$ cat src/rtl/stt_pkg.sv
// ----------------------------------------------------------------------------
// stt_pkg
// Shared types, codes and a character class helper for the source text tokenizer.
// ----------------------------------------------------------------------------
package stt_pkg;

    // token kinds
    localparam logic [4:0] KIND_END      = 5'd0;
    localparam logic [4:0] KIND_LPAREN   = 5'd1;
    localparam logic [4:0] KIND_RPAREN   = 5'd2;
    localparam logic [4:0] KIND_DOT      = 5'd3;
    localparam logic [4:0] KIND_SEMI     = 5'd4;
    localparam logic [4:0] KIND_CARET    = 5'd5;
    localparam logic [4:0] KIND_ASSIGN   = 5'd6;
    localparam logic [4:0] KIND_BPARAM   = 5'd7;
    localparam logic [4:0] KIND_LBRACKET = 5'd8;
    localparam logic [4:0] KIND_RBRACKET = 5'd9;
    localparam logic [4:0] KIND_STRING   = 5'd10;
    localparam logic [4:0] KIND_SYMBOL   = 5'd11;
    localparam logic [4:0] KIND_INT      = 5'd12;
    localparam logic [4:0] KIND_KEYWORD  = 5'd13;
    localparam logic [4:0] KIND_IDENT    = 5'd14;
    localparam logic [4:0] KIND_BINARY   = 5'd15;
    localparam logic [4:0] KIND_ERROR    = 5'd16;

    // error codes
    localparam logic [1:0] ERR_NONE    = 2'd0;
    localparam logic [1:0] ERR_STRING  = 2'd1;
    localparam logic [1:0] ERR_HASH    = 2'd2;
    localparam logic [1:0] ERR_UNEXPEC = 2'd3;

    // output character source
    localparam logic [1:0] CH_NONE  = 2'd0;
    localparam logic [1:0] CH_BYTE  = 2'd1;
    localparam logic [1:0] CH_COLON = 2'd2;
    localparam logic [1:0] CH_RDATA = 2'd3;

    // text store write index base
    localparam logic [1:0] BASE_LEN  = 2'd0;
    localparam logic [1:0] BASE_ZERO = 2'd1;
    localparam logic [1:0] BASE_ONE  = 2'd2;

    // text store write character
    localparam logic [1:0] WCH_BYTE  = 2'd0;
    localparam logic [1:0] WCH_COLON = 2'd1;
    localparam logic [1:0] WCH_MINUS = 2'd2;

    // length ops
    localparam logic [1:0] LEN_KEEP = 2'd0;
    localparam logic [1:0] LEN_CLR  = 2'd1;
    localparam logic [1:0] LEN_ONE  = 2'd2;

    // number ops
    localparam logic [1:0] NUM_NONE = 2'd0;
    localparam logic [1:0] NUM_POS  = 2'd1;
    localparam logic [1:0] NUM_NEG  = 2'd2;
    localparam logic [1:0] NUM_DIG  = 2'd3;

    localparam logic [7:0] CHR_COLON = 8'h3A;
    localparam logic [7:0] CHR_MINUS = 8'h2D;

    // status from datapath to controller
    typedef struct packed {
        logic       is_end;
        logic       is_space;
        logic       is_digit;
        logic       is_name_start;
        logic       is_word;
        logic       is_binary;
        logic       is_colon;
        logic       is_quote;
        logic       is_hash;
        logic       is_eq;
        logic       is_minus;
        logic       is_punct;
        logic [4:0] punct_kind;
        logic       punct_eo;
        logic       len_zero;
        logic       rd_done;
        logic       out_free;
    } stt_stat_t;

    // commands from controller to datapath
    typedef struct packed {
        logic       latch;
        logic       app_en;
        logic [1:0] app_base;
        logic [1:0] app_char;
        logic       app_nolen;
        logic [1:0] len_op;
        logic [1:0] num_op;
        logic       rd_clr;
        logic       rd_issue;
        logic       out_load;
        logic [4:0] out_kind;
        logic [1:0] out_chsel;
        logic [1:0] out_err;
        logic       out_num;
        logic       out_tlast;
        logic       out_rlast;
        logic       clr_all;
    } stt_cmd_t;

    function automatic logic is_binary_char(input logic [7:0] b);
        logic r;
        case (b)
            8'h2B, 8'h2D, 8'h2A, 8'h2F, 8'h7E, 8'h3C, 8'h3E, 8'h3D,
            8'h26, 8'h7C, 8'h40, 8'h25, 8'h2C, 8'h3F, 8'h21, 8'h5C: r = 1'b1;
            default: r = 1'b0;
        endcase
        return r;
    endfunction

endpackage

$ cat src/rtl/stt_ifs.sv
// ----------------------------------------------------------------------------
// stt_ifs
// Valid/ready channels for source bytes and token items.
// ----------------------------------------------------------------------------
interface stt_in_if;
    logic       valid;
    logic       ready;
    logic [7:0] text_byte;
    logic       end_of_text;

    modport source (output valid, output text_byte, output end_of_text, input ready);
    modport sink   (input valid, input text_byte, input end_of_text, output ready);
endinterface

interface stt_out_if;
    logic               valid;
    logic               ready;
    logic        [4:0]  token_kind;
    logic        [7:0]  char_out;
    logic               char_valid;
    logic signed [63:0] int_value;
    logic        [1:0]  error_code;
    logic               token_last;
    logic               run_last;

    modport source (output valid, output token_kind, output char_out, output char_valid,
                    output int_value, output error_code, output token_last,
                    output run_last, input ready);
    modport sink   (input valid, input token_kind, input char_out, input char_valid,
                    input int_value, input error_code, input token_last,
                    input run_last, output ready);
endinterface

$ cat src/rtl/stt_dp.sv
// ----------------------------------------------------------------------------
// stt_dp
// Datapath: input byte register, text store, number accumulator, output reg.
// ----------------------------------------------------------------------------
module stt_dp #(
    parameter int TEXT_CAPACITY = 32,
    parameter int NUMBER_CHARS  = 32
) (
    input  logic                clk,
    input  logic                rst_n,
    input  stt_pkg::stt_cmd_t   cmd,
    output stt_pkg::stt_stat_t  stat,
    input  logic [7:0]          in_byte,
    input  logic                in_end,
    input  logic                out_ready,
    output logic                out_valid,
    output logic [4:0]          out_kind,
    output logic [7:0]          out_char,
    output logic                out_char_valid,
    output logic signed [63:0]  out_int,
    output logic [1:0]          out_err,
    output logic                out_tlast,
    output logic                out_rlast
);
    import stt_pkg::*;

    localparam int LEN_W = $clog2(TEXT_CAPACITY);
    localparam int CNT_W = $clog2(NUMBER_CHARS);
    localparam logic [LEN_W-1:0] LEN_MAX = LEN_W'(TEXT_CAPACITY - 1);
    localparam logic [CNT_W-1:0] CNT_MAX = CNT_W'(NUMBER_CHARS - 1);
    localparam logic [63:0] CAP = 64'h8000_0000_0000_0000;

    logic [7:0]       byte_reg;
    logic             end_reg;
    logic [7:0]       mem [TEXT_CAPACITY];
    logic [LEN_W-1:0] len_reg, len_next;
    logic [LEN_W-1:0] rd_idx_reg;
    logic [7:0]       rdata_reg;
    logic [63:0]      acc_reg, acc_next;
    logic             neg_reg, neg_next;
    logic [CNT_W-1:0] cnt_reg, cnt_next;
    logic             ovalid_reg;
    logic [4:0]       okind_reg;
    logic [7:0]       ochar_reg;
    logic             ocv_reg;
    logic [63:0]      oint_reg;
    logic [1:0]       oerr_reg;
    logic             otl_reg;
    logic             orl_reg;

    logic [7:0]       eb;
    logic [LEN_W-1:0] base;
    logic             fit;
    logic [7:0]       wchar;
    logic [3:0]       dig;
    logic [67:0]      wide;
    logic [63:0]      nval;
    logic [7:0]       ochar;

    assign eb  = end_reg ? 8'd0 : byte_reg;
    assign dig = eb[3:0];

    // byte classes
    always_comb
    begin
        stat               = '0;
        stat.is_end        = end_reg || (byte_reg == 8'd0);
        stat.is_space      = (eb == 8'h20) || (eb >= 8'h09 && eb <= 8'h0D);
        stat.is_digit      = (eb >= 8'h30 && eb <= 8'h39);
        stat.is_name_start = (eb >= 8'h61 && eb <= 8'h7A) || (eb >= 8'h41 && eb <= 8'h5A)
                             || (eb == 8'h5F);
        stat.is_word       = stat.is_name_start || stat.is_digit;
        stat.is_binary     = is_binary_char(eb);
        stat.is_colon      = (eb == CHR_COLON);
        stat.is_quote      = (eb == 8'h27);
        stat.is_hash       = (eb == 8'h23);
        stat.is_eq         = (eb == 8'h3D);
        stat.is_minus      = (eb == CHR_MINUS);
        stat.is_punct      = 1'b1;
        stat.punct_eo      = 1'b1;
        case (eb)
            8'h28:   stat.punct_kind = KIND_LPAREN;
            8'h29:
            begin
                stat.punct_kind = KIND_RPAREN;
                stat.punct_eo   = 1'b0;
            end
            8'h2E:   stat.punct_kind = KIND_DOT;
            8'h3B:   stat.punct_kind = KIND_SEMI;
            8'h5E:   stat.punct_kind = KIND_CARET;
            8'h5B:   stat.punct_kind = KIND_LBRACKET;
            8'h5D:
            begin
                stat.punct_kind = KIND_RBRACKET;
                stat.punct_eo   = 1'b0;
            end
            default:
            begin
                stat.punct_kind = KIND_END;
                stat.is_punct   = 1'b0;
            end
        endcase
        stat.len_zero = (len_reg == '0);
        stat.rd_done  = (rd_idx_reg == len_reg);
        stat.out_free = !ovalid_reg || out_ready;
    end

    // text append
    always_comb
    begin
        unique case (cmd.app_base)
            BASE_ZERO: base = '0;
            BASE_ONE:  base = LEN_W'(1);
            default:   base = len_reg;
        endcase
        fit = (base < LEN_MAX);
        unique case (cmd.app_char)
            WCH_COLON: wchar = CHR_COLON;
            WCH_MINUS: wchar = CHR_MINUS;
            default:   wchar = byte_reg;
        endcase
        if (cmd.clr_all)
            len_next = '0;
        else if (cmd.app_en && !cmd.app_nolen)
            len_next = fit ? base + LEN_W'(1) : base;
        else if (cmd.len_op == LEN_CLR)
            len_next = '0;
        else if (cmd.len_op == LEN_ONE)
            len_next = LEN_W'(1);
        else
            len_next = len_reg;
    end

    // number accumulate, saturating at 2^63
    always_comb
    begin
        wide     = ({4'd0, acc_reg} << 3) + ({4'd0, acc_reg} << 1) + {64'd0, dig};
        acc_next = acc_reg;
        neg_next = neg_reg;
        cnt_next = cnt_reg;
        if (cmd.clr_all)
        begin
            acc_next = '0;
            neg_next = 1'b0;
            cnt_next = '0;
        end
        else
        begin
            unique case (cmd.num_op)
                NUM_POS:
                begin
                    acc_next = {60'd0, dig};
                    neg_next = 1'b0;
                    cnt_next = CNT_W'(1);
                end
                NUM_NEG:
                begin
                    neg_next = 1'b1;
                    if (NUMBER_CHARS > 2)
                    begin
                        acc_next = {60'd0, dig};
                        cnt_next = CNT_W'(2);
                    end
                    else
                    begin
                        acc_next = '0;
                        cnt_next = CNT_W'(1);
                    end
                end
                NUM_DIG:
                begin
                    if (cnt_reg < CNT_MAX)
                    begin
                        cnt_next = cnt_reg + CNT_W'(1);
                        acc_next = (wide > {4'd0, CAP}) ? CAP : wide[63:0];
                    end
                end
                default: ;
            endcase
        end
        if (neg_reg)
            nval = acc_reg[63] ? CAP : (64'd0 - acc_reg);
        else
            nval = acc_reg[63] ? (CAP - 64'd1) : acc_reg;
        unique case (cmd.out_chsel)
            CH_BYTE:  ochar = byte_reg;
            CH_COLON: ochar = CHR_COLON;
            CH_RDATA: ochar = rdata_reg;
            default:  ochar = 8'd0;
        endcase
    end

    always_ff @(posedge clk or negedge rst_n)
    begin
        if (!rst_n)
        begin
            len_reg    <= '0;
            rd_idx_reg <= '0;
            acc_reg    <= '0;
            neg_reg    <= 1'b0;
            cnt_reg    <= '0;
            ovalid_reg <= 1'b0;
        end
        else
        begin
            len_reg <= len_next;
            acc_reg <= acc_next;
            neg_reg <= neg_next;
            cnt_reg <= cnt_next;
            if (cmd.rd_clr)
                rd_idx_reg <= '0;
            else if (cmd.rd_issue)
                rd_idx_reg <= rd_idx_reg + LEN_W'(1);
            if (cmd.out_load)
                ovalid_reg <= 1'b1;
            else if (out_ready)
                ovalid_reg <= 1'b0;
        end
    end

    always_ff @(posedge clk)
    begin
        if (cmd.latch)
        begin
            byte_reg <= in_byte;
            end_reg  <= in_end;
        end
        if (cmd.app_en && fit)
            mem[base] <= wchar;
        if (cmd.rd_issue)
            rdata_reg <= mem[rd_idx_reg];
        if (cmd.out_load)
        begin
            okind_reg <= cmd.out_kind;
            ochar_reg <= ochar;
            ocv_reg   <= (cmd.out_chsel != CH_NONE);
            oint_reg  <= cmd.out_num ? nval : 64'd0;
            oerr_reg  <= cmd.out_err;
            otl_reg   <= cmd.out_tlast;
            orl_reg   <= cmd.out_rlast;
        end
    end

    assign out_valid      = ovalid_reg;
    assign out_kind       = okind_reg;
    assign out_char       = ochar_reg;
    assign out_char_valid = ocv_reg;
    assign out_int        = oint_reg;
    assign out_err        = oerr_reg;
    assign out_tlast      = otl_reg;
    assign out_rlast      = orl_reg;

endmodule

$ cat src/rtl/stt_ctrl.sv
// ----------------------------------------------------------------------------
// stt_ctrl
// Controller: scan mode tracking and sequencing of token emission.
// ----------------------------------------------------------------------------
module stt_ctrl (
    input  logic               clk,
    input  logic               rst_n,
    input  logic               in_valid,
    output logic               in_ready,
    input  stt_pkg::stt_stat_t stat,
    output stt_pkg::stt_cmd_t  cmd
);
    import stt_pkg::*;

    localparam logic [2:0] S_IDLE = 3'd0;
    localparam logic [2:0] S_CONT = 3'd1;
    localparam logic [2:0] S_ASGL = 3'd2;
    localparam logic [2:0] S_RD   = 3'd3;
    localparam logic [2:0] S_TX   = 3'd4;
    localparam logic [2:0] S_TAIL = 3'd5;

    localparam logic [3:0] M_IDLE      = 4'd0;
    localparam logic [3:0] M_COLON     = 4'd1;
    localparam logic [3:0] M_PARAM     = 4'd2;
    localparam logic [3:0] M_STRING    = 4'd3;
    localparam logic [3:0] M_QUOTE     = 4'd4;
    localparam logic [3:0] M_HASH      = 4'd5;
    localparam logic [3:0] M_SYMNAME   = 4'd6;
    localparam logic [3:0] M_SYMCOLON  = 4'd7;
    localparam logic [3:0] M_SYMBIN    = 4'd8;
    localparam logic [3:0] M_MINUS     = 4'd9;
    localparam logic [3:0] M_NUMBER    = 4'd10;
    localparam logic [3:0] M_NAME      = 4'd11;
    localparam logic [3:0] M_NAMECOLON = 4'd12;
    localparam logic [3:0] M_BINARY    = 4'd13;

    localparam logic [1:0] T_NONE   = 2'd0;
    localparam logic [1:0] T_START  = 2'd1;
    localparam logic [1:0] T_END    = 2'd2;
    localparam logic [1:0] T_ASSIGN = 2'd3;

    logic [2:0] state_reg, state_next;
    logic [3:0] mode_reg, mode_next;
    logic       exp_reg, exp_next;
    logic       atext_reg, atext_next;
    logic [4:0] akind_reg, akind_next;
    logic [1:0] achsel_reg, achsel_next;
    logic [1:0] aerr_reg, aerr_next;
    logic       anum_reg, anum_next;
    logic       arl_reg, arl_next;
    logic [1:0] tail_reg, tail_next;

    logic       a_en;
    logic       taken;
    logic       to_assign;

    function automatic logic start_emits(input stt_stat_t s, input logic eo);
        return !s.is_space && (s.is_punct || !(s.is_colon || s.is_quote || s.is_hash
               || s.is_digit || (s.is_minus && eo) || s.is_name_start || s.is_binary));
    endfunction

    assign in_ready = (state_reg == S_IDLE);

    always_comb
    begin
        cmd         = '0;
        state_next  = state_reg;
        mode_next   = mode_reg;
        exp_next    = exp_reg;
        atext_next  = atext_reg;
        akind_next  = akind_reg;
        achsel_next = achsel_reg;
        aerr_next   = aerr_reg;
        anum_next   = anum_reg;
        arl_next    = arl_reg;
        tail_next   = tail_reg;
        a_en        = 1'b0;
        taken       = 1'b0;
        to_assign   = 1'b0;

        unique case (state_reg)
            S_IDLE:
            begin
                if (in_valid)
                begin
                    cmd.latch  = 1'b1;
                    state_next = S_CONT;
                end
            end

            S_CONT:
            begin
                atext_next  = 1'b0;
                achsel_next = CH_NONE;
                aerr_next   = ERR_NONE;
                anum_next   = 1'b0;
                if (stat.is_end && mode_reg == M_STRING)
                begin
                    a_en       = 1'b1;
                    akind_next = KIND_ERROR;
                    aerr_next  = ERR_STRING;
                end
                else if (mode_reg == M_IDLE)
                begin
                    taken = 1'b0;
                end
                else
                begin
                    case (mode_reg)
                        M_MINUS:
                        begin
                            if (stat.is_digit)
                            begin
                                cmd.num_op = NUM_NEG;
                                mode_next  = M_NUMBER;
                                taken      = 1'b1;
                            end
                            else if (stat.is_binary)
                            begin
                                cmd.app_en   = 1'b1;
                                cmd.app_base = BASE_ONE;
                                mode_next    = M_BINARY;
                                taken        = 1'b1;
                            end
                            else
                            begin
                                cmd.len_op = LEN_ONE;
                                a_en       = 1'b1;
                                atext_next = 1'b1;
                                akind_next = KIND_BINARY;
                                exp_next   = 1'b1;
                            end
                        end
                        M_COLON:
                        begin
                            if (stat.is_eq)
                            begin
                                a_en       = 1'b1;
                                akind_next = KIND_ASSIGN;
                                exp_next   = 1'b1;
                                mode_next  = M_IDLE;
                                taken      = 1'b1;
                            end
                            else if (stat.is_name_start)
                            begin
                                cmd.app_en = 1'b1;
                                mode_next  = M_PARAM;
                                taken      = 1'b1;
                            end
                            else
                            begin
                                a_en        = 1'b1;
                                akind_next  = KIND_ERROR;
                                achsel_next = CH_COLON;
                                aerr_next   = ERR_UNEXPEC;
                            end
                        end
                        M_PARAM:
                        begin
                            if (stat.is_word)
                            begin
                                cmd.app_en = 1'b1;
                                taken      = 1'b1;
                            end
                            else
                            begin
                                a_en       = 1'b1;
                                atext_next = 1'b1;
                                akind_next = KIND_BPARAM;
                                exp_next   = 1'b0;
                            end
                        end
                        M_STRING:
                        begin
                            taken = 1'b1;
                            if (stat.is_quote)
                                mode_next = M_QUOTE;
                            else
                                cmd.app_en = 1'b1;
                        end
                        M_QUOTE:
                        begin
                            if (stat.is_quote)
                            begin
                                cmd.app_en = 1'b1;
                                mode_next  = M_STRING;
                                taken      = 1'b1;
                            end
                            else
                            begin
                                a_en       = 1'b1;
                                atext_next = 1'b1;
                                akind_next = KIND_STRING;
                                exp_next   = 1'b0;
                            end
                        end
                        M_HASH:
                        begin
                            if (stat.is_name_start)
                            begin
                                cmd.app_en = 1'b1;
                                mode_next  = M_SYMNAME;
                                taken      = 1'b1;
                            end
                            else if (stat.is_binary)
                            begin
                                cmd.app_en = 1'b1;
                                mode_next  = M_SYMBIN;
                                taken      = 1'b1;
                            end
                            else
                            begin
                                a_en       = 1'b1;
                                akind_next = KIND_ERROR;
                                aerr_next  = ERR_HASH;
                            end
                        end
                        M_SYMNAME, M_SYMCOLON, M_SYMBIN:
                        begin
                            if ((mode_reg == M_SYMNAME && stat.is_word)
                                || (mode_reg == M_SYMBIN && stat.is_binary))
                            begin
                                cmd.app_en = 1'b1;
                                taken      = 1'b1;
                            end
                            else if (mode_reg == M_SYMNAME && stat.is_colon)
                            begin
                                cmd.app_en = 1'b1;
                                mode_next  = M_SYMCOLON;
                                taken      = 1'b1;
                            end
                            else if (mode_reg == M_SYMCOLON && stat.is_name_start)
                            begin
                                cmd.app_en = 1'b1;
                                mode_next  = M_SYMNAME;
                                taken      = 1'b1;
                            end
                            else
                            begin
                                a_en       = 1'b1;
                                atext_next = 1'b1;
                                akind_next = KIND_SYMBOL;
                                exp_next   = 1'b0;
                            end
                        end
                        M_NUMBER:
                        begin
                            if (stat.is_digit)
                            begin
                                cmd.num_op = NUM_DIG;
                                taken      = 1'b1;
                            end
                            else
                            begin
                                a_en       = 1'b1;
                                akind_next = KIND_INT;
                                anum_next  = 1'b1;
                                exp_next   = 1'b0;
                            end
                        end
                        M_NAME:
                        begin
                            if (stat.is_word)
                            begin
                                cmd.app_en = 1'b1;
                                taken      = 1'b1;
                            end
                            else if (stat.is_colon)
                            begin
                                mode_next = M_NAMECOLON;
                                taken     = 1'b1;
                            end
                            else
                            begin
                                a_en       = 1'b1;
                                atext_next = 1'b1;
                                akind_next = KIND_IDENT;
                                exp_next   = 1'b0;
                            end
                        end
                        M_NAMECOLON:
                        begin
                            a_en       = 1'b1;
                            atext_next = 1'b1;
                            exp_next   = 1'b1;
                            if (stat.is_eq)
                            begin
                                // identifier followed by :=
                                akind_next = KIND_IDENT;
                                mode_next  = M_IDLE;
                                taken      = 1'b1;
                                to_assign  = 1'b1;
                            end
                            else
                            begin
                                cmd.app_en   = 1'b1;
                                cmd.app_char = WCH_COLON;
                                akind_next   = KIND_KEYWORD;
                            end
                        end
                        M_BINARY:
                        begin
                            if (stat.is_binary)
                            begin
                                cmd.app_en = 1'b1;
                                taken      = 1'b1;
                            end
                            else
                            begin
                                a_en       = 1'b1;
                                atext_next = 1'b1;
                                akind_next = KIND_BINARY;
                                exp_next   = 1'b1;
                            end
                        end
                        default: ;
                    endcase
                end

                if (stat.is_end)
                    tail_next = T_END;
                else if (to_assign)
                    tail_next = T_ASSIGN;
                else if (taken)
                    tail_next = T_NONE;
                else
                    tail_next = T_START;

                arl_next = (tail_next == T_NONE)
                           || (tail_next == T_START && !start_emits(stat, exp_next));
                state_next = a_en ? S_ASGL : S_TAIL;
            end

            S_ASGL:
            begin
                if (atext_reg && !stat.len_zero)
                begin
                    cmd.rd_clr = 1'b1;
                    state_next = S_RD;
                end
                else if (stat.out_free)
                begin
                    cmd.out_load  = 1'b1;
                    cmd.out_kind  = akind_reg;
                    cmd.out_chsel = achsel_reg;
                    cmd.out_err   = aerr_reg;
                    cmd.out_num   = anum_reg;
                    cmd.out_tlast = 1'b1;
                    cmd.out_rlast = arl_reg;
                    state_next    = S_TAIL;
                end
            end

            S_RD:
            begin
                cmd.rd_issue = 1'b1;
                state_next   = S_TX;
            end

            S_TX:
            begin
                if (stat.out_free)
                begin
                    cmd.out_load  = 1'b1;
                    cmd.out_kind  = akind_reg;
                    cmd.out_chsel = CH_RDATA;
                    cmd.out_tlast = stat.rd_done;
                    cmd.out_rlast = stat.rd_done && arl_reg;
                    state_next    = stat.rd_done ? S_TAIL : S_RD;
                end
            end

            S_TAIL:
            begin
                case (tail_reg)
                    T_END:
                    begin
                        if (stat.out_free)
                        begin
                            cmd.out_load  = 1'b1;
                            cmd.out_kind  = KIND_END;
                            cmd.out_tlast = 1'b1;
                            cmd.out_rlast = 1'b1;
                            cmd.clr_all   = 1'b1;
                            mode_next     = M_IDLE;
                            exp_next      = 1'b1;
                            state_next    = S_IDLE;
                        end
                    end
                    T_ASSIGN:
                    begin
                        if (stat.out_free)
                        begin
                            cmd.out_load  = 1'b1;
                            cmd.out_kind  = KIND_ASSIGN;
                            cmd.out_tlast = 1'b1;
                            cmd.out_rlast = 1'b1;
                            state_next    = S_IDLE;
                        end
                    end
                    T_START:
                    begin
                        if (!start_emits(stat, exp_reg) || stat.out_free)
                        begin
                            cmd.len_op    = LEN_CLR;
                            cmd.out_tlast = 1'b1;
                            cmd.out_rlast = 1'b1;
                            mode_next     = M_IDLE;
                            state_next    = S_IDLE;
                            if (stat.is_space)
                                mode_next = M_IDLE;
                            else if (stat.is_punct)
                            begin
                                cmd.out_load = 1'b1;
                                cmd.out_kind = stat.punct_kind;
                                exp_next     = stat.punct_eo;
                            end
                            else if (stat.is_colon)
                                mode_next = M_COLON;
                            else if (stat.is_quote)
                                mode_next = M_STRING;
                            else if (stat.is_hash)
                                mode_next = M_HASH;
                            else if (stat.is_digit)
                            begin
                                cmd.num_op = NUM_POS;
                                mode_next  = M_NUMBER;
                            end
                            else if (stat.is_minus && exp_reg)
                            begin
                                // park the '-' at the head of the store, length stays 0
                                cmd.app_en    = 1'b1;
                                cmd.app_base  = BASE_ZERO;
                                cmd.app_char  = WCH_MINUS;
                                cmd.app_nolen = 1'b1;
                                mode_next     = M_MINUS;
                            end
                            else if (stat.is_name_start || stat.is_binary)
                            begin
                                cmd.app_en   = 1'b1;
                                cmd.app_base = BASE_ZERO;
                                mode_next    = stat.is_name_start ? M_NAME : M_BINARY;
                            end
                            else
                            begin
                                cmd.out_load  = 1'b1;
                                cmd.out_kind  = KIND_ERROR;
                                cmd.out_chsel = CH_BYTE;
                                cmd.out_err   = ERR_UNEXPEC;
                            end
                        end
                    end
                    default: state_next = S_IDLE;
                endcase
            end

            default: state_next = S_IDLE;
        endcase
    end

    always_ff @(posedge clk or negedge rst_n)
    begin
        if (!rst_n)
        begin
            state_reg <= S_IDLE;
            mode_reg  <= M_IDLE;
            exp_reg   <= 1'b1;
            tail_reg  <= T_NONE;
        end
        else
        begin
            state_reg <= state_next;
            mode_reg  <= mode_next;
            exp_reg   <= exp_next;
            tail_reg  <= tail_next;
        end
    end

    always_ff @(posedge clk)
    begin
        atext_reg  <= atext_next;
        akind_reg  <= akind_next;
        achsel_reg <= achsel_next;
        aerr_reg   <= aerr_next;
        anum_reg   <= anum_next;
        arl_reg    <= arl_next;
    end

endmodule

$ cat src/rtl/source_text_tokenizer.sv
// ----------------------------------------------------------------------------
// source_text_tokenizer
// Flow: a taken byte is latched into the byte register and classified in the
//   scan state; its result items are then loaded into the output register. A
//   new byte is taken only once the controller is back in its idle state,
//   after all items of the previous byte are loaded; output stalls hold it.
// Token text goes out one character at a time (text store read port, then
//   output register); single items are loaded straight into the output reg.
// Reset: rst_n clears control state at once; no clearing pass is needed.
// ----------------------------------------------------------------------------
module source_text_tokenizer #(
    parameter int TEXT_CAPACITY = 32,
    parameter int NUMBER_CHARS  = 32
) (
    input logic       clk,
    input logic       rst_n,
    stt_in_if.sink    in_ch,
    stt_out_if.source out_ch
);
    import stt_pkg::*;

    stt_cmd_t  cmd;
    stt_stat_t stat;

    // controller: scan mode, look-ahead decisions, emission sequencing
    stt_ctrl u_ctrl (
        .clk      (clk),
        .rst_n    (rst_n),
        .in_valid (in_ch.valid),
        .in_ready (in_ch.ready),
        .stat     (stat),
        .cmd      (cmd)
    );

    // datapath: byte classes, text store, number accumulator, output stage
    stt_dp #(
        .TEXT_CAPACITY (TEXT_CAPACITY),
        .NUMBER_CHARS  (NUMBER_CHARS)
    ) u_dp (
        .clk            (clk),
        .rst_n          (rst_n),
        .cmd            (cmd),
        .stat           (stat),
        .in_byte        (in_ch.text_byte),
        .in_end         (in_ch.end_of_text),
        .out_ready      (out_ch.ready),
        .out_valid      (out_ch.valid),
        .out_kind       (out_ch.token_kind),
        .out_char       (out_ch.char_out),
        .out_char_valid (out_ch.char_valid),
        .out_int        (out_ch.int_value),
        .out_err        (out_ch.error_code),
        .out_tlast      (out_ch.token_last),
        .out_rlast      (out_ch.run_last)
    );

`ifndef SYNTHESIS
    // a byte transaction always starts a scan cycle, so the port closes
    a_in_closes: assert property (@(posedge clk) disable iff (!rst_n)
        in_ch.valid && in_ch.ready |=> !in_ch.ready)
        else $error("input still open after transaction");

    // the last item of a run always closes a token
    a_run_tok: assert property (@(posedge clk) disable iff (!rst_n)
        out_ch.valid && out_ch.run_last |-> out_ch.token_last)
        else $error("run_last without token_last");

    // only integer tokens carry a value
    a_int_zero: assert property (@(posedge clk) disable iff (!rst_n)
        out_ch.valid && out_ch.token_kind != KIND_INT |-> out_ch.int_value == 64'sd0)
        else $error("value on non-integer token");
`endif

endmodule

$ cat src/flat_wrapper.sv
// flat-port wrapper written by rule: the top's interface ports become plain ports
module source_text_tokenizer_flat import stt_pkg::*;
#(
    parameter int TEXT_CAPACITY = 32,
    parameter int NUMBER_CHARS  = 32
)
  (clk, rst_n, in_ch_valid, in_ch_text_byte, in_ch_end_of_text, in_ch_ready, out_ch_valid, out_ch_token_kind, out_ch_char_out, out_ch_char_valid, out_ch_int_value, out_ch_error_code, out_ch_token_last, out_ch_run_last, out_ch_ready);
  stt_in_if in_ch_i ();
  stt_out_if out_ch_i ();
  input logic clk;
  input logic rst_n;
  input wire logic [$bits(in_ch_i.valid)-1:0] in_ch_valid;
  input wire logic [$bits(in_ch_i.text_byte)-1:0] in_ch_text_byte;
  input wire logic [$bits(in_ch_i.end_of_text)-1:0] in_ch_end_of_text;
  output wire logic [$bits(in_ch_i.ready)-1:0] in_ch_ready;
  output wire logic [$bits(out_ch_i.valid)-1:0] out_ch_valid;
  output wire logic [$bits(out_ch_i.token_kind)-1:0] out_ch_token_kind;
  output wire logic [$bits(out_ch_i.char_out)-1:0] out_ch_char_out;
  output wire logic [$bits(out_ch_i.char_valid)-1:0] out_ch_char_valid;
  output wire logic [$bits(out_ch_i.int_value)-1:0] out_ch_int_value;
  output wire logic [$bits(out_ch_i.error_code)-1:0] out_ch_error_code;
  output wire logic [$bits(out_ch_i.token_last)-1:0] out_ch_token_last;
  output wire logic [$bits(out_ch_i.run_last)-1:0] out_ch_run_last;
  input wire logic [$bits(out_ch_i.ready)-1:0] out_ch_ready;
  assign in_ch_i.valid = in_ch_valid;
  assign in_ch_i.text_byte = in_ch_text_byte;
  assign in_ch_i.end_of_text = in_ch_end_of_text;
  assign in_ch_ready = in_ch_i.ready;
  assign out_ch_valid = out_ch_i.valid;
  assign out_ch_token_kind = out_ch_i.token_kind;
  assign out_ch_char_out = out_ch_i.char_out;
  assign out_ch_char_valid = out_ch_i.char_valid;
  assign out_ch_int_value = out_ch_i.int_value;
  assign out_ch_error_code = out_ch_i.error_code;
  assign out_ch_token_last = out_ch_i.token_last;
  assign out_ch_run_last = out_ch_i.run_last;
  assign out_ch_i.ready = out_ch_ready;
  source_text_tokenizer #(.TEXT_CAPACITY(TEXT_CAPACITY), .NUMBER_CHARS(NUMBER_CHARS)) u_core (.clk(clk), .rst_n(rst_n), .in_ch(in_ch_i), .out_ch(out_ch_i));
endmodule
$ cat config.mk
export PLATFORM = sky130hd
export DESIGN_NAME = source_text_tokenizer_flat
export DESIGN_NICKNAME = d
export VERILOG_FILES = /design/src/rtl/stt_pkg.sv /design/src/rtl/stt_ifs.sv /design/src/rtl/stt_dp.sv /design/src/rtl/stt_ctrl.sv /design/src/rtl/source_text_tokenizer.sv /design/src/flat_wrapper.sv
export SDC_FILE = /design/constraint.sdc
export NUM_CORES = 1
export LEC_CHECK = 0
export ABC_CLOCK_PERIOD_IN_PS = 5100
export BUFFER_PORTS_ARGS = -buffer_cell sky130_fd_sc_hd__buf_2
export CAP_MARGIN = 20
export CORE_UTILIZATION = 55
export CTS_CLUSTER_DIAMETER = 50
export DETAILED_ROUTE_END_ITERATION = 10
export PLACE_DENSITY_LB_ADDON = 0.08
export RECOVER_POWER = 25
export SLEW_MARGIN = 15
export SYNTH_ARGS = -nofsm -noshare
export SYNTH_HDL_FRONTEND = slang
export SYNTH_SLANG_ARGS = --single-unit
$ cat constraint.sdc
create_clock -name clk -period 5.1 [get_ports clk]
set_input_delay 1.02 -clock clk [delete_from_list [all_inputs] [get_ports clk]]
set_output_delay 1.02 -clock clk [all_outputs]
set_load 0.03 [all_outputs]
Word-level counts from Yosys, hierarchy flattened:

Memory sizes are Yosys's and may differ from the RTL's. A register that Yosys moved wholly into a read port is not among the register bits.
Cells that the tools add are included.
W data, S select, Z words.

* bits of input ports: 13
* output and inout bits: 84
* memory bits (writable): 256
* bits in registers: 194
* memories: 1
* logic and storage cells: 452

Memory list
* u_core.u_dp.mem: depth 32, bits a word 8, rd ports 1, clocked after Yosys merged registers in 1, wr ports 1, line stt_dp.sv:35 `logic [7:0] mem [TEXT_CAPACITY];`

* equal/unequal tests: 99
* $lt $le $gt $ge: 11
* mux-type cells: 230
* bitwise operators: 2
* reduce and logical (&&, ||, !) cells: 77
* $add $sub $neg: 6

Operators with widths (count)
* $mux W64: 5
* $eq A8 B6 Y1 const B: 20
* $mux W5: 26
* $pmux W64 S2: 1
* $mux W4: 30
* $mux W10: 10
* $mux W1: 84
* $ne A3 B3 Y1 const B: 23
* $add A67 B65 Y68: 1
* $add A68 B4 Y68: 1
* $gt A68 B64 Y1 const B: 1
* $eq A8 B7 Y1 const B: 8
* $sub A1 B64 Y64 const A: 1
* $mux W63: 1
* $mux W6: 9
* $pmux W5 S10: 1
* $pmux W8 S3: 2
* $mux W3: 15
* $mux W2: 17
* $pmux W4 S8: 1
* $pmux W4 S7: 1
* $mux W13: 2
* $eq A4 B4 Y1 const B: 6
* $pmux W4 S2: 3
* other kinds (59): 156

Logic depth before layout (Yosys ltp):

* depth after elaboration: 23
* depth in mapped cells: 18
* depth with buffers taken out: 15

Cells and area by module:

A second synthesis with hierarchy kept.

* cells, all modules: 2510
* area total of the unflattened synthesis: 27715.3 µm²

Modules (own cells, without submodules)
* stt_dp: cells each 2162, instances 1, seq. area each 12687.2 µm², area an instance 25204.2 µm²
* stt_ctrl: cells each 348, instances 1, seq. area each 581.8 µm², area an instance 2511.2 µm²

Least setup slack after synthesis:

Ideal clock, no wire load.

* path kind: reg-to-reg
* start: register u_core.u_dp.byte_reg[3]
* end: register u_core.u_dp.acc_reg[59]
* path buffers: 2
* arrival: 4.380 ns
* slack: 0.625 ns
* clock period less this slack: 4.475 ns
* stages on the path, launching flop included: 18
* cell sequence: edfxtp_1 -> nand2b_1 -> inv_1 -> fa_1 -> fa_1 -> a211oi_2 -> o21ai_2 -> a221oi_2 -> o211ai_2 -> a211o_1 -> a31oi_1 -> and4b_1 -> nor2_1 -> a311oi_1 -> a21oi_1 -> buf_2 -> buf_2 -> o31ai_1

* word-level cells in the longest chain between the ends: 20
* elaborated cells between the ends (all ways): 91
* those cells by class: add/sub: 1; order compare: 9; eq/ne: 32; mux: 21; reduce/logical: 28

Ends and longest elaborated chain
* from (decl): line stt_dp.sv:33 `logic [7:0] byte_reg;`
* from (signal assigned): line stt_dp.sv:225 `byte_reg <= in_byte;`
* parallel branches: the longest is 20 deep, another holds $add A68 B4 Y68
* to (signal assigned): line stt_dp.sv:207 `acc_reg <= acc_next;`
* to (decl): line stt_dp.sv:39 `logic [63:0] acc_reg, acc_next;`

Several ways; the timed one is not identified. The select of a mux whose other input is x is not followed.
A chain may end at the register's enable or synchronous reset.

Worst setup path after layout:

* start: register u_core.u_dp.byte_reg[3]
* end: register u_core.u_dp.acc_reg[26]

The elaborated chain is that of the path after synthesis.

==> metrics.md <==
| Metric | Value |
|---|---|
| Result of the run | finished with violations |
| Violated checks | max-capacitance violations, max-slew violations |
| Final weighted congestion in routability-driven placement | 1.02 |
| Reg2Reg Launch Point | u_core.u_dp.byte_reg[3] |
| Number of global-route vias before repair | 20,365 |
| Setup clock skew after layout | about 41 ps |
| Final setup viols | 0 |
| Clock-pin slew on the worst setup and hold paths | 60 ps |
| Vertical die dimension | 224 um |
| Total global routing overflow | 0 |
| CP Cell Sequence | nand2b_1 -> inv_1 -> fa_1 -> fa_1 -> a211oi_4 -> o211ai_1 -> nand3_2 -> nand3_1 -> xnor2_2 -> o311ai_0 -> nor4_1 -> nand4_1 -> nor4_2 -> buf_4 -> a21o_1 -> buf_12 -> a32o_1 |
| Synth Flop Type | edfxtp_1 |
| CTS tree | yes |
| Share of the clock period used by the worst path after layout | 96.2% |
| Share of async-settable or async-resettable flops after synthesis | 19.9% |
| Level count of the clock H-tree | 2 |
| Number of max-cap violations | 2 |
| DRT Wirelength | 80,500 um |
| Fin crit period | 4910 ps |
| Worst Max-Slew Pin Slew | 2150 ps |
| Final number of max-transition violations | 74 |
| Die area | approximately 0.050 mm2 |
| Root buffer cell | clkbuf_16 |
| Syn Nets | around 2,600 |
| Worst vdd rail ir drop | 0.449 mV |
| Cell family with most CP delay | simple AND/OR/NAND/NOR gates |
| Hold_sp | u_core.u_ctrl.exp_reg |
| Hold buffer count at cts | 0 |
| Share of the core filled with cells | 63.1% |
| Area growth syn-to-layout | 13.4% |
| DRC violations left | 0 |
| Vias per cell | 6.44 |
| Worst hold path depth | 1 |
| Die width | 224 um |
| Final hold viol count | 0 |
| Row cnt | 81 |
| Tightest Hold Check Type | flop to flop |
| Sum of net half-perimeters after detailed placement | between 50,000 and 60,000 um |
| Delay contributed by the slowest stage of the critical path | 530 ps |
| Yosys warnings | 0 |
| First-pass GRT wire length | 123,000 um |
| Maximum clock rate | 204 MHz |
| Number of instances in the synthesized netlist | 2,492 |
| TritonRoute pass-1 iters | 6 |
| Io pins | 97 |
| Most frequent standard cell in the layout excluding fill and tap cells | edfxtp_1 |
| Antenna violations before repair | 1 |
| Power per cell area | roughly 420 mW/mm2 |
| Endpoint type of the worst setup path | flop |
| Arrival time of data at the critical path endpoint | 5440 ps |
| Critical path type | flop to flop |
| Design Power | 13.0 mW |
| FF-to-FF End | u_core.u_dp.acc_reg[26] |
| Commonest non-fill, non-tap cells in the layout | edfxtp_1, nor2_1, nand2_1 |
| Port-buffer cells | 96 |
| Average detailed-routed wire length per instance | 24.0 um |
| Number of unique standard cell types used by synthesis | 97 |
| Number of buffer and inverter stages on the critical path | 3 |
| Cts bufs inserted | 53 |
| Critical path data required time | between 5000 and 6000 ps |
| Maximum fanout along the worst path | 28 |
| Initial DRC count | 2,493 |
| Number of flops mapped to enable cells by yosys | 366 |
| Kind of launch point of the worst setup path | flop |
| Hold path endpoint | u_core.u_ctrl.exp_reg |
| Vias | 21,587 |
| Maximum count of clock buffers along a single path | 3 |
| Layout cells sized above 1 | 13.7% |
| Most Frequent Cell on Critical Path | fa_1 |
| All-Layer GR Usage | 32.1% |
| Largest net degree at the start of global routing | 59 |
| Insertion delay to the later sink of the worst-skew pair | between 600 and 700 ps |
| Area of the core region | between 0.04 and 0.05 mm2 |
| Antenna diode count | 0 |
| Start point of the critical path | u_core.u_dp.byte_reg[3] |
| Max-Slew Margin vs Limit | -43.3% |
| Flip-flop and latch count after synthesis | 457 |
| Clock Sinks | ~460 |
| Effective utilization at floorplan | 55.6% |
| Highest-delay cell along the critical path | fa_1 |
| Flip-flop count of the largest register, all copies and words added | 256 |
| Internal reg-to-reg setup slack | between 150 and 200 ps |
| Number of routed nets with antenna violations | 0 |
| Cell area after synthesis | 0.0271 mm2 |
| Synthesized area divided by synthesized cell count | ~11 um2 |
| Number of cells traversed by the worst register-to-register path | 17 |
| Register area share after synthesis | 48.9% |
| Leakage power figure | 11.5 nW |
| Nets@finish | 2,803 |
==> synth_stat cells (all sizes together) (19+ instances only) <==
library cell / n / area share, %
mux4: 80 / 6.6
a211oi: 38 / 1.1
a21oi: 155 / 2.9
o21ai: 128 / 2.4
a21o: 23 / 0.64
xor2: 28 / 0.90
xnor2: 72 / 2.3
buf: 25 / 0.44
clkbuf: 112 / 1.5
and2: 22 / 0.51
and3: 20 / 0.46
or3: 29 / 0.69
a31oi: 19 / 0.44
a32o: 32 / 1.2
o31ai: 49 / 1.4
ha: 141 / 6.5
nand3: 47 / 0.87
nand4: 46 / 1.1
nor2: 310 / 4.3
nand2b: 27 / 0.62
nor3: 64 / 1.2
edfxtp: 366 / 41
dfrtp: 90 / 8.3
nor4: 35 / 0.81
nand2: 225 / 3.1
inv: 38 / 0.53
==> cells by family after synthesis <==
| logic type | count (synthesis) | synth area share, % |
|---|---|---|
| fa+ha+maj | 143 | 6.65 |
| simple gates | 906 | 16.0 |
| mux | 106 | 7.67 |
| compound gates | 604 | 15.0 |
| buf+inv | 176 | 2.53 |
| flops | 457 | 48.9 |
| xor+xnor | 100 | 3.23 |
==> routing by layer <==
metal  vias to the layer above  global-route usage, %  share of wire [%]
met1                     10510                   48.4                 45
li1                       9877                      -                  -
met5                         -                      0                  0
met2                      1047                   47.8                 44
met4                         0                   10.2                3.1
met3                       153                   4.72                8.0
==> stage by stage <==
step	instances	TNS [ps]	instance area [um2]	hold slack, ps	setup slack [ps]
3_3_place_gp	3255	0	29000	519	173
3_5_place_dp	3255	0	29000	517	74.8
2_1_floorplan	2492	0	27100	495	625
5_1_grt	3354	-43.5	30800	552	-28.5
6_report	3354	0	30800	532	194
4_1_cts	3353	0	30800	365	35.6
==> area by class of cell <==
class                           count  area, um2
Clock buffer                       62       1360
Clock inverter                     36        424
Fill cell                        3919      18000
Inverter                           39        146
Multi-Input combinational cell   1859      13300
Sequential cell                   457      13300
Tap cell                          664        831
Timing Repair Buffer              237       1440
==> worst max path at each step <==
stage | end | slack, ps | cells past startpoint
6_report | u_core.u_dp.acc_reg[26] | 190 | 17
5_1_grt | u_core.u_dp.acc_reg[4] | -30 | 18
4_1_cts | u_core.u_dp.acc_reg[4] | 40 | 17
3_5_place_dp | u_core.u_dp.acc_reg[4] | 70 | 17
3_3_place_gp | u_core.u_dp.acc_reg[18] | 170 | 17
2_1_floorplan | u_core.u_dp.acc_reg[59] | 630 | 17
==> timing repair <==
action                     4_1_cts  5_1_grt
buffers inserted                 0        1
setup endpoints to repair        0       57
gates resized for setup          0       18
==> power by group <==
part	leakage (nW)	internal, mW	total, mW	switching, mW
combinational	6.04	1.47	4.13	2.66
clock	0.850	2.21	3.81	1.60
sequential	4.58	4.70	5.07	0.371
total	11.5	8.37	13.0	4.63
Power figures use the tool's default switching activity.
